[src/design/xs64b_pkg.sv]
`timescale 1ns / 1ps
// ----------------------------------------------------------------------------
// xs64b_pkg
// Shared types and constants for the xorshift64* bounded random generator.
// ----------------------------------------------------------------------------
package xs64b_pkg;

  localparam int unsigned WORD_W = 64;
  localparam int unsigned HALF_W = 32;
  localparam int unsigned MODE_W = 2;

  typedef logic [WORD_W-1:0] word_t;
  typedef logic [HALF_W-1:0] half_t;
  typedef logic [MODE_W-1:0] mode_t;

  // request modes
  localparam mode_t MODE_RAW   = 2'd0;
  localparam mode_t MODE_BELOW = 2'd1;
  localparam mode_t MODE_PAGE  = 2'd2;
  localparam mode_t MODE_NONE  = 2'd3;

  // generator constants
  localparam word_t GOLDEN_MIX = 64'h9E37_79B9_7F4A_7C15;
  localparam word_t ZERO_SUBST = 64'hD1B5_4A32_D192_ED03;
  localparam word_t STAR_MULT  = 64'h2545_F491_4F6C_DD1D;

  localparam int unsigned PAGE_SHIFT = 12;
  localparam int unsigned SHIFT_A    = 12;
  localparam int unsigned SHIFT_B    = 25;
  localparam int unsigned SHIFT_C    = 27;

  // start and completion handshake of a shared arithmetic unit
  typedef struct packed {
    logic start;
  } unit_ctl_t;

  typedef struct packed {
    logic busy;
    logic done;
  } unit_sts_t;

endpackage

[src/design/xs64b_req_if.sv]
`timescale 1ns / 1ps
// ----------------------------------------------------------------------------
// xs64b_req_if
// Request channel: mode and bound with a valid/ready handshake.
// ----------------------------------------------------------------------------
interface xs64b_req_if;
  logic               valid;
  logic               ready;
  xs64b_pkg::mode_t   mode;
  xs64b_pkg::word_t   bound;

  modport source (output valid, output mode, output bound, input ready);
  modport sink   (input valid, input mode, input bound, output ready);
endinterface

[src/design/xs64b_rsp_if.sv]
`timescale 1ns / 1ps
// ----------------------------------------------------------------------------
// xs64b_rsp_if
// Result channel: one 64-bit value with a valid/ready handshake.
// ----------------------------------------------------------------------------
interface xs64b_rsp_if;
  logic             valid;
  logic             ready;
  xs64b_pkg::word_t value;

  modport source (output valid, output value, input ready);
  modport sink   (input valid, input value, output ready);
endinterface

[src/design/xorshift64star_bounded_random.sv]
`timescale 1ns / 1ps
// ----------------------------------------------------------------------------
// xorshift64star_bounded_random
// Xorshift64* generator returning raw, bounded or page-aligned draws.
// ----------------------------------------------------------------------------
// A request is taken only while the sequencer is idle and then runs to its
// end: a raw draw takes one xorshift step, then four steps of the shared
// 32x32 multiplier; a bounded or page-aligned draw then also runs every
// dividend bit through the one-bit-per-cycle remainder unit; and a request
// that draws nothing (zero bound, bound under one page, unused mode) skips both units.
// The result sits in an output register, so the next request can be taken
// while it waits. The seed is mixed in on the first request that draws;
// later seed writes do not touch the running generator.
module xorshift64star_bounded_random (
  input  logic                 clk,
  input  logic                 rst_n,
  xs64b_req_if.sink            in_ch,
  xs64b_rsp_if.source          out_ch,
  input  logic                 cfg_wr_en,
  input  xs64b_pkg::word_t     cfg_wr_data
);

  localparam logic [2:0] ST_IDLE  = 3'd0;
  localparam logic [2:0] ST_SHIFT = 3'd1;
  localparam logic [2:0] ST_MUL   = 3'd2;
  localparam logic [2:0] ST_MOD   = 3'd3;
  localparam logic [2:0] ST_FIN   = 3'd4;

  logic [2:0]       state_r,   state_nxt;
  logic             seeded_r,  seeded_nxt;
  xs64b_pkg::word_t gen_r,     gen_nxt;
  xs64b_pkg::word_t seed_r;
  xs64b_pkg::mode_t mode_r,    mode_nxt;
  xs64b_pkg::word_t bound_r,   bound_nxt;
  xs64b_pkg::word_t result_r,  result_nxt;
  logic             out_valid_r, out_valid_nxt;
  xs64b_pkg::word_t out_value_r, out_value_nxt;

  xs64b_pkg::unit_ctl_t mul_ctl, mod_ctl;
  xs64b_pkg::unit_sts_t mul_sts, mod_sts;
  xs64b_pkg::word_t     mul_prod, mod_rem, mod_divisor;
  xs64b_pkg::word_t     seed_word, mixed, shifted;
  logic                 in_fire, trivial, out_free;

  function automatic xs64b_pkg::word_t xs_step(input xs64b_pkg::word_t x);
    xs64b_pkg::word_t t;
    t = x ^ (x >> xs64b_pkg::SHIFT_A);
    t = t ^ (t << xs64b_pkg::SHIFT_B);
    t = t ^ (t >> xs64b_pkg::SHIFT_C);
    return t;
  endfunction

  // handshake
  assign in_ch.ready  = (state_r == ST_IDLE);
  assign in_fire      = in_ch.valid && in_ch.ready;
  assign out_ch.valid = out_valid_r;
  assign out_ch.value = out_value_r;
  assign out_free     = !out_valid_r || out_ch.ready;

  // requests that give zero without drawing
  assign trivial = (in_ch.mode == xs64b_pkg::MODE_NONE)
                || (in_ch.mode == xs64b_pkg::MODE_BELOW && in_ch.bound == '0)
                || (in_ch.mode == xs64b_pkg::MODE_PAGE
                    && in_ch.bound[xs64b_pkg::WORD_W-1:xs64b_pkg::PAGE_SHIFT] == '0);

  // lazy seeding
  assign mixed     = seed_r ^ xs64b_pkg::GOLDEN_MIX;
  assign seed_word = (mixed == '0) ? xs64b_pkg::ZERO_SUBST : mixed;
  assign shifted   = xs_step(gen_r);

  // divisor: bound itself or page count
  assign mod_divisor = (mode_r == xs64b_pkg::MODE_PAGE)
                     ? (bound_r >> xs64b_pkg::PAGE_SHIFT) : bound_r;

  assign mul_ctl.start = (state_r == ST_SHIFT);
  assign mod_ctl.start = (state_r == ST_MUL) && mul_sts.done
                      && (mode_r != xs64b_pkg::MODE_RAW);

  // sequencer
  always_comb begin
    state_nxt     = state_r;
    seeded_nxt    = seeded_r;
    gen_nxt       = gen_r;
    mode_nxt      = mode_r;
    bound_nxt     = bound_r;
    result_nxt    = result_r;
    out_valid_nxt = out_valid_r;
    out_value_nxt = out_value_r;

    if (out_valid_r && out_ch.ready) begin
      out_valid_nxt = 1'b0;
    end

    unique case (state_r)
      ST_IDLE: begin
        if (in_fire) begin
          mode_nxt  = in_ch.mode;
          bound_nxt = in_ch.bound;
          if (trivial) begin
            result_nxt = '0;
            state_nxt  = ST_FIN;
          end else begin
            if (!seeded_r) begin
              gen_nxt    = seed_word;
              seeded_nxt = 1'b1;
            end
            state_nxt = ST_SHIFT;
          end
        end
      end
      ST_SHIFT: begin
        gen_nxt   = shifted;
        state_nxt = ST_MUL;
      end
      ST_MUL: begin
        if (mul_sts.done) begin
          if (mode_r == xs64b_pkg::MODE_RAW) begin
            result_nxt = mul_prod;
            state_nxt  = ST_FIN;
          end else begin
            state_nxt = ST_MOD;
          end
        end
      end
      ST_MOD: begin
        if (mod_sts.done) begin
          if (mode_r == xs64b_pkg::MODE_PAGE) begin
            result_nxt = mod_rem << xs64b_pkg::PAGE_SHIFT;
          end else begin
            result_nxt = mod_rem;
          end
          state_nxt = ST_FIN;
        end
      end
      ST_FIN: begin
        if (out_free) begin
          out_valid_nxt = 1'b1;
          out_value_nxt = result_r;
          state_nxt     = ST_IDLE;
        end
      end
      default: begin
        state_nxt = ST_IDLE;
      end
    endcase
  end

  // control registers
  always_ff @(posedge clk) begin
    if (!rst_n) begin
      state_r     <= ST_IDLE;
      seeded_r    <= 1'b0;
      gen_r       <= '0;
      seed_r      <= '0;
      out_valid_r <= 1'b0;
    end else begin
      state_r     <= state_nxt;
      seeded_r    <= seeded_nxt;
      gen_r       <= gen_nxt;
      out_valid_r <= out_valid_nxt;
      if (cfg_wr_en) begin
        seed_r <= cfg_wr_data;
      end
    end
  end

  // payload registers
  always_ff @(posedge clk) begin
    mode_r      <= mode_nxt;
    bound_r     <= bound_nxt;
    result_r    <= result_nxt;
    out_value_r <= out_value_nxt;
  end

  xs64b_mul u_mul (
    .clk     (clk),
    .rst_n   (rst_n),
    .ctl     (mul_ctl),
    .opa     (shifted),
    .sts     (mul_sts),
    .product (mul_prod)
  );

  xs64b_mod u_mod (
    .clk       (clk),
    .rst_n     (rst_n),
    .ctl       (mod_ctl),
    .dividend  (mul_prod),
    .divisor   (mod_divisor),
    .sts       (mod_sts),
    .remainder (mod_rem)
  );

  // once seeded the generator stays seeded
  a_seeded_sticky: assert property (@(posedge clk) disable iff (!rst_n)
    seeded_r |=> seeded_r)
    else $error("seeded flag dropped");

  // a request that draws nothing leaves the generator alone
  a_trivial_keeps_state: assert property (@(posedge clk) disable iff (!rst_n)
    (in_fire && trivial) |=> $stable(gen_r) && $stable(seeded_r))
    else $error("trivial request touched generator");

  // unit completions only where the sequencer waits for them
  a_mul_done_place: assert property (@(posedge clk) disable iff (!rst_n)
    mul_sts.done |-> state_r == ST_MUL)
    else $error("multiplier done outside wait state");

  a_mod_done_place: assert property (@(posedge clk) disable iff (!rst_n)
    mod_sts.done |-> state_r == ST_MOD)
    else $error("remainder unit done outside wait state");

  // the two shared units never run at the same time
  a_units_exclusive: assert property (@(posedge clk) disable iff (!rst_n)
    !(mul_sts.busy && mod_sts.busy))
    else $error("multiplier and remainder unit busy together");

  // a bounded draw is below its bound
  a_below_bound: assert property (@(posedge clk) disable iff (!rst_n)
    (state_r == ST_FIN && mode_r == xs64b_pkg::MODE_BELOW && bound_r != '0)
      |-> result_r < bound_r)
    else $error("bounded result not below bound");

endmodule

[src/design/xs64b_mul.sv]
`timescale 1ns / 1ps
// ----------------------------------------------------------------------------
// xs64b_mul
// Low 64 bits of operand times STAR_MULT, built from three 32x32 partial
// products on one shared multiplier, one product per cycle.
// ----------------------------------------------------------------------------
module xs64b_mul (
  input  logic                    clk,
  input  logic                    rst_n,
  input  xs64b_pkg::unit_ctl_t    ctl,
  input  xs64b_pkg::word_t        opa,
  output xs64b_pkg::unit_sts_t    sts,
  output xs64b_pkg::word_t        product
);

  xs64b_pkg::word_t a_r;
  xs64b_pkg::word_t acc_r;
  xs64b_pkg::word_t pp_r;
  logic [1:0]       step_r;
  logic             busy_r;
  logic             done_r;

  xs64b_pkg::half_t mul_a;
  xs64b_pkg::half_t mul_b;
  xs64b_pkg::word_t mul_p;
  xs64b_pkg::word_t acc_add;

  // operand select: lo*lo, lo*hi, hi*lo
  always_comb begin
    mul_a = a_r[xs64b_pkg::HALF_W-1:0];
    mul_b = xs64b_pkg::STAR_MULT[xs64b_pkg::HALF_W-1:0];
    case (step_r)
      2'd1: begin
        mul_b = xs64b_pkg::STAR_MULT[xs64b_pkg::WORD_W-1:xs64b_pkg::HALF_W];
      end
      2'd2: begin
        mul_a = a_r[xs64b_pkg::WORD_W-1:xs64b_pkg::HALF_W];
      end
      default: begin
      end
    endcase
  end

  assign mul_p = mul_a * mul_b;

  // first product lands as is, cross products shifted into the upper half
  assign acc_add = (step_r == 2'd1) ? pp_r
                 : {pp_r[xs64b_pkg::HALF_W-1:0], {xs64b_pkg::HALF_W{1'b0}}};

  // payload registers
  always_ff @(posedge clk) begin
    if (ctl.start) begin
      a_r   <= opa;
      acc_r <= '0;
    end else if (busy_r) begin
      pp_r <= mul_p;
      if (step_r != 2'd0) begin
        acc_r <= acc_r + acc_add;
      end
    end
  end

  // step sequencer
  always_ff @(posedge clk) begin
    if (!rst_n) begin
      busy_r <= 1'b0;
      done_r <= 1'b0;
      step_r <= 2'd0;
    end else begin
      done_r <= 1'b0;
      if (ctl.start) begin
        busy_r <= 1'b1;
        step_r <= 2'd0;
      end else if (busy_r) begin
        step_r <= step_r + 2'd1;
        if (step_r == 2'd3) begin
          busy_r <= 1'b0;
          done_r <= 1'b1;
        end
      end
    end
  end

  assign sts.busy = busy_r;
  assign sts.done = done_r;
  assign product  = acc_r;

endmodule

[src/design/xs64b_mod.sv]
`timescale 1ns / 1ps
// ----------------------------------------------------------------------------
// xs64b_mod
// Restoring remainder unit: one dividend bit per cycle through a shared
// 65-bit compare and subtract. Divisor must be nonzero.
// ----------------------------------------------------------------------------
module xs64b_mod (
  input  logic                    clk,
  input  logic                    rst_n,
  input  xs64b_pkg::unit_ctl_t    ctl,
  input  xs64b_pkg::word_t        dividend,
  input  xs64b_pkg::word_t        divisor,
  output xs64b_pkg::unit_sts_t    sts,
  output xs64b_pkg::word_t        remainder
);

  localparam int unsigned CNT_W = $clog2(xs64b_pkg::WORD_W);

  xs64b_pkg::word_t   dvd_r;
  xs64b_pkg::word_t   dvs_r;
  xs64b_pkg::word_t   rem_r;
  logic [CNT_W-1:0]   cnt_r;
  logic               busy_r;
  logic               done_r;

  logic [xs64b_pkg::WORD_W:0] trial;
  logic [xs64b_pkg::WORD_W:0] diff;

  // shift in next dividend bit, subtract when it fits
  assign trial = {rem_r, dvd_r[xs64b_pkg::WORD_W-1]};
  assign diff  = trial - {1'b0, dvs_r};

  always_ff @(posedge clk) begin
    if (ctl.start) begin
      dvd_r <= dividend;
      dvs_r <= divisor;
      rem_r <= '0;
    end else if (busy_r) begin
      dvd_r <= {dvd_r[xs64b_pkg::WORD_W-2:0], 1'b0};
      if (diff[xs64b_pkg::WORD_W]) begin
        rem_r <= trial[xs64b_pkg::WORD_W-1:0];
      end else begin
        rem_r <= diff[xs64b_pkg::WORD_W-1:0];
      end
    end
  end

  // iteration counter
  always_ff @(posedge clk) begin
    if (!rst_n) begin
      busy_r <= 1'b0;
      done_r <= 1'b0;
      cnt_r  <= '0;
    end else begin
      done_r <= 1'b0;
      if (ctl.start) begin
        busy_r <= 1'b1;
        cnt_r  <= '0;
      end else if (busy_r) begin
        cnt_r <= cnt_r + 1'b1;
        if (cnt_r == {CNT_W{1'b1}}) begin
          busy_r <= 1'b0;
          done_r <= 1'b1;
        end
      end
    end
  end

  assign sts.busy  = busy_r;
  assign sts.done  = done_r;
  assign remainder = rem_r;

endmodule
[src/flat_wrapper.sv]
// flat-port wrapper written by rule: the top's interface ports become plain ports
module xorshift64star_bounded_random_flat 
  (clk, rst_n, cfg_wr_en, cfg_wr_data, in_ch_valid, in_ch_mode, in_ch_bound, in_ch_ready, out_ch_valid, out_ch_value, out_ch_ready);
  xs64b_req_if in_ch_i ();
  xs64b_rsp_if out_ch_i ();
  input  logic clk;
  input  logic rst_n;
  input  logic cfg_wr_en;
  input  xs64b_pkg::word_t cfg_wr_data;
  input wire logic [$bits(in_ch_i.valid)-1:0] in_ch_valid;
  input wire logic [$bits(in_ch_i.mode)-1:0] in_ch_mode;
  input wire logic [$bits(in_ch_i.bound)-1:0] in_ch_bound;
  output wire logic [$bits(in_ch_i.ready)-1:0] in_ch_ready;
  output wire logic [$bits(out_ch_i.valid)-1:0] out_ch_valid;
  output wire logic [$bits(out_ch_i.value)-1:0] out_ch_value;
  input wire logic [$bits(out_ch_i.ready)-1:0] out_ch_ready;
  assign in_ch_i.valid = in_ch_valid;
  assign in_ch_i.mode = in_ch_mode;
  assign in_ch_i.bound = in_ch_bound;
  assign in_ch_ready = in_ch_i.ready;
  assign out_ch_valid = out_ch_i.valid;
  assign out_ch_value = out_ch_i.value;
  assign out_ch_i.ready = out_ch_ready;
  xorshift64star_bounded_random u_core (.clk(clk), .rst_n(rst_n), .in_ch(in_ch_i), .out_ch(out_ch_i), .cfg_wr_en(cfg_wr_en), .cfg_wr_data(cfg_wr_data));
endmodule
[config.mk]
export PLATFORM = sky130hd
export DESIGN_NAME = xorshift64star_bounded_random_flat
export DESIGN_NICKNAME = d
export VERILOG_FILES = /design/src/design/xs64b_pkg.sv /design/src/design/xs64b_req_if.sv /design/src/design/xs64b_rsp_if.sv /design/src/design/xorshift64star_bounded_random.sv /design/src/design/xs64b_mul.sv /design/src/design/xs64b_mod.sv /design/src/flat_wrapper.sv
export SDC_FILE = /design/constraint.sdc
export NUM_CORES = 2
export LEC_CHECK = 0
export BUFFER_PORTS_ARGS = -buffer_cell sky130_fd_sc_hd__buf_4
export CAP_MARGIN = 15
export CORE_ASPECT_RATIO = 0.75
export CORE_MARGIN = 2
export CORE_UTILIZATION = 60
export CTS_CLUSTER_SIZE = 10
export DETAILED_ROUTE_END_ITERATION = 6
export PLACE_DENSITY = 0.77
export SETUP_SLACK_MARGIN = 0.5
export SLEW_MARGIN = 20
export SYNTH_ARGS = -nofsm -noshare
export SYNTH_HDL_FRONTEND = slang
export SYNTH_SLANG_ARGS = --single-unit
[constraint.sdc]
create_clock -name clk -period 11.25 [get_ports clk]
set_clock_uncertainty 0.05 [all_clocks]
set_input_delay 1.6875 -clock clk [delete_from_list [all_inputs] [get_ports clk]]
set_output_delay 1.6875 -clock clk [all_outputs]
set_load 0.02 [all_outputs]
==> metrics.csv <==
metric;value;unit
number of DRC markers in iteration 0;5726;
DR WL/cell;25.6;um
hold_buf cts;0;
Core Box Area;101000;sq um
number of global-route vias before repair;45100;
area leader, netlist;edfxtp_1;
synthesized area per cell;9.97;sq um
setup tns final;0;ps
share of the synthesized area in the top cell type;22.1;%
top-count cell post-synth;inv_1;
Slew Limit Fails;0;
xor/xnor share of the synthesized area;4.94;%
H-tree depth;3;
first-pass GRT wire length;290;mm
Antenna Nets Post-Route;0;
Post-Syn Area;61100;sq um
largest net degree at the start of global routing;97;
Primary FF master, synth;edfxtp_1;
CTS sink cnt;722;
relative slew slack;18.7;%
I/O pin count;201;
Post-Synth Simple-Gate Area;11.0;%
met1 wire length;87.1;mm
Critical Path AT;10510;ps
multiplexer area fraction after synthesis;4.71;%
max cap viols;0;
f_max;98.5;MHz
Fillers;8229;
Hold Crit Depth;0;
CP Max Fanout;24;
setup bufs post-CTS;0;
number of port buffers;200;
DIE WIDTH;373;um
Routed Wire Length;196;mm
GP Congestion;1.03;
final setup fails;0;
Final Core Density;65.7;%
post-synth cell types;107;
chip height;280;um
die area;104000;sq um
nets;7474;
outcome;complete, no violations;
# DRC;0;
TritonCTS clock tree;built;
RSZ-0062 raised after global routing;no;
Crit Path Class;reg -> reg;
top sig layer;met5;
FFs w/ async S/R, synth;0;%
DP HPWL;160;mm
largest family of logic cells by synthesized area;adder cells;
Final Hold Vio Count;0;
min Tclk post-route;10160;ps
type of origin of the critical path;flip-flop;
Seq/Total Area, Yosys;31.0;%
Synth top cells by count;inv_1, nand2_1, fa_1;
Worst-path clk slew;60;ps
Min-Delay Path Class;reg -> reg;
Worst-Margin Slew;1210;ps
Post-Synth Adder-Cell Area;29.4;%
row cnt;101;
starting density of the core;60.5;%
Root Buffer;clkbuf_16;
gr usage total;37.8;%
WL met3;27.2;mm
antenna violations before repair;10;
CTS Buffer Depth;3;
worst-case reg-to-reg path depth;27;
GRT overflow;0;
post-cts sizing count;0;
met2 WL post-DR;77.3;mm
synthesized instance count;6131;
number of flops mapped to enable cells by yosys;449;
CP endpoint kind;flip-flop;
area grow syn2layout;8.63;%
Via-to-Cell Ratio;6.10;
vias;46600;
yosys warns;0;
TritonCTS buffer count;82;
CP required;11610;ps
fraction of layout cells with a size suffix above 1;8.64;%
number of synthesized register bits;722;
Synth Area in Compound Gates;11.6;%
drt pass-1 iters;6;
ranking of synthesized cells by area;edfxtp_1, fa_1, ha_1, dfxtp_1, inv_1;
Worst-Skew Late Latency;680;ps
Tcrit/Tclk final;90.3;%
## through the flow
step           hold WS, ps  worst slack (ps)  instances  area [sq um]
6_report               364              1090       7650         66400
5_1_grt                362               744       7648         66400
4_1_cts                364              1330       7647         66400
3_5_place_dp           355              1380       7502         63900
3_3_place_gp           350               717       7501         63900
2_1_floorplan          350              2200       6146         61200
## cell type report
cell class,instances,area (sq um),area share [%]
Timing Repair Buffer,263,1980,2.98
Clock buffer,138,2280,3.44
Antenna cell,3,7.51,0.0113
Inverter,924,3480,5.23
Clock inverter,7,165,0.249
Sequential cell,722,19000,28.5
Tap cell,1339,1680,2.52
Multi-Input combinational cell,4254,37900,57.0
## registers in the layout, indices dropped and copies added, names as in the netlist, 2 cells and up
signal,count
u_core.bound_r,64
u_core.gen_r,64
u_core.out_ch.value,64
u_core.result_r,64
u_core.seed_r,64
u_core.u_mod.dvd_r,64
u_core.u_mod.dvs_r,64
u_core.u_mod.remainder,64
u_core.u_mul.a_r,64
u_core.u_mul.product,64
u_core.u_mul.pp_r,63
u_core.u_mod.cnt_r,6
u_core.state_r,3
u_core.mode_r,2
u_core.u_mul.step_r,2
## cells in the final DEF, fill, tap and decap left out, types with 102 or more instances in the layout
| master | instances |
|---|---|
| ha_1 | 513 |
| dfxtp_1 | 272 |
| a21o_1 | 107 |
| nand2_1 | 591 |
| fa_1 | 576 |
| inv_1 | 916 |
| xnor2_1 | 228 |
| o21ai_0 | 191 |
| nor2_1 | 308 |
| mux2i_1 | 170 |
| nor2b_1 | 113 |
| a21oi_1 | 372 |
| mux2_2 | 102 |
| buf_4 | 262 |
| edfxtp_1 | 449 |
| xor2_1 | 117 |
## routing by layer
layer | vias up | track usage, %
met5 | - | 0
met4 | 4 | 7.82
li1 | 20800 | -
met2 | 2496 | 50.7
met3 | 246 | 12.4
met1 | 23000 | 58.7
## critical path, stage by stage, from the launching register on
cell      delay, ps
dfxtp_1         400
inv_1           120
ha_2            810
buf_4           350
mux2i_1         750
buf_4           350
inv_1           310
nor2_1          190
nor2_1           90
ha_1            250
or2_2           330
fa_1            410
fa_1            480
fa_1            610
fa_1            440
fa_1            480
fa_1            520
fa_1            420
ha_1            380
and2_1          200
and3_1          190
and4_1          200
a222oi_1        430
o211ai_1        230
and3_1          290
nor2_2          240
o21ai_0         180
xor2_1          170
## path summary, 6_finish.rpt
kind                                       start  slack [ps]                           endpoint
max reg2reg  u_core.u_mul.step_r[0]$_SDFFE_PP0P_        1090    u_core.u_mul.pp_r[58]$_DFFE_PP_
min reg2reg        u_core.result_r[19]$_DFFE_PP_         360  u_core.out_ch.value[19]$_DFFE_PP_
max          u_core.u_mul.step_r[0]$_SDFFE_PP0P_        1090    u_core.u_mul.pp_r[58]$_DFFE_PP_
min                u_core.result_r[19]$_DFFE_PP_         360  u_core.out_ch.value[19]$_DFFE_PP_
## kinds of logic (layout without fill, tap and decap cells)
family          count (synthesis)  count (layout)
simple gates                 1435            1435
flops                         722             722
fa+ha+maj                    1092            1092
buf+inv                      1170            1332
other cells                     2              20
compound gates               1090            1090
xor+xnor                      345             345
mux                           275             275
Power is not shown: default switching activity piles up to over one toggle a cycle in this logic, so the estimate is an artifact.
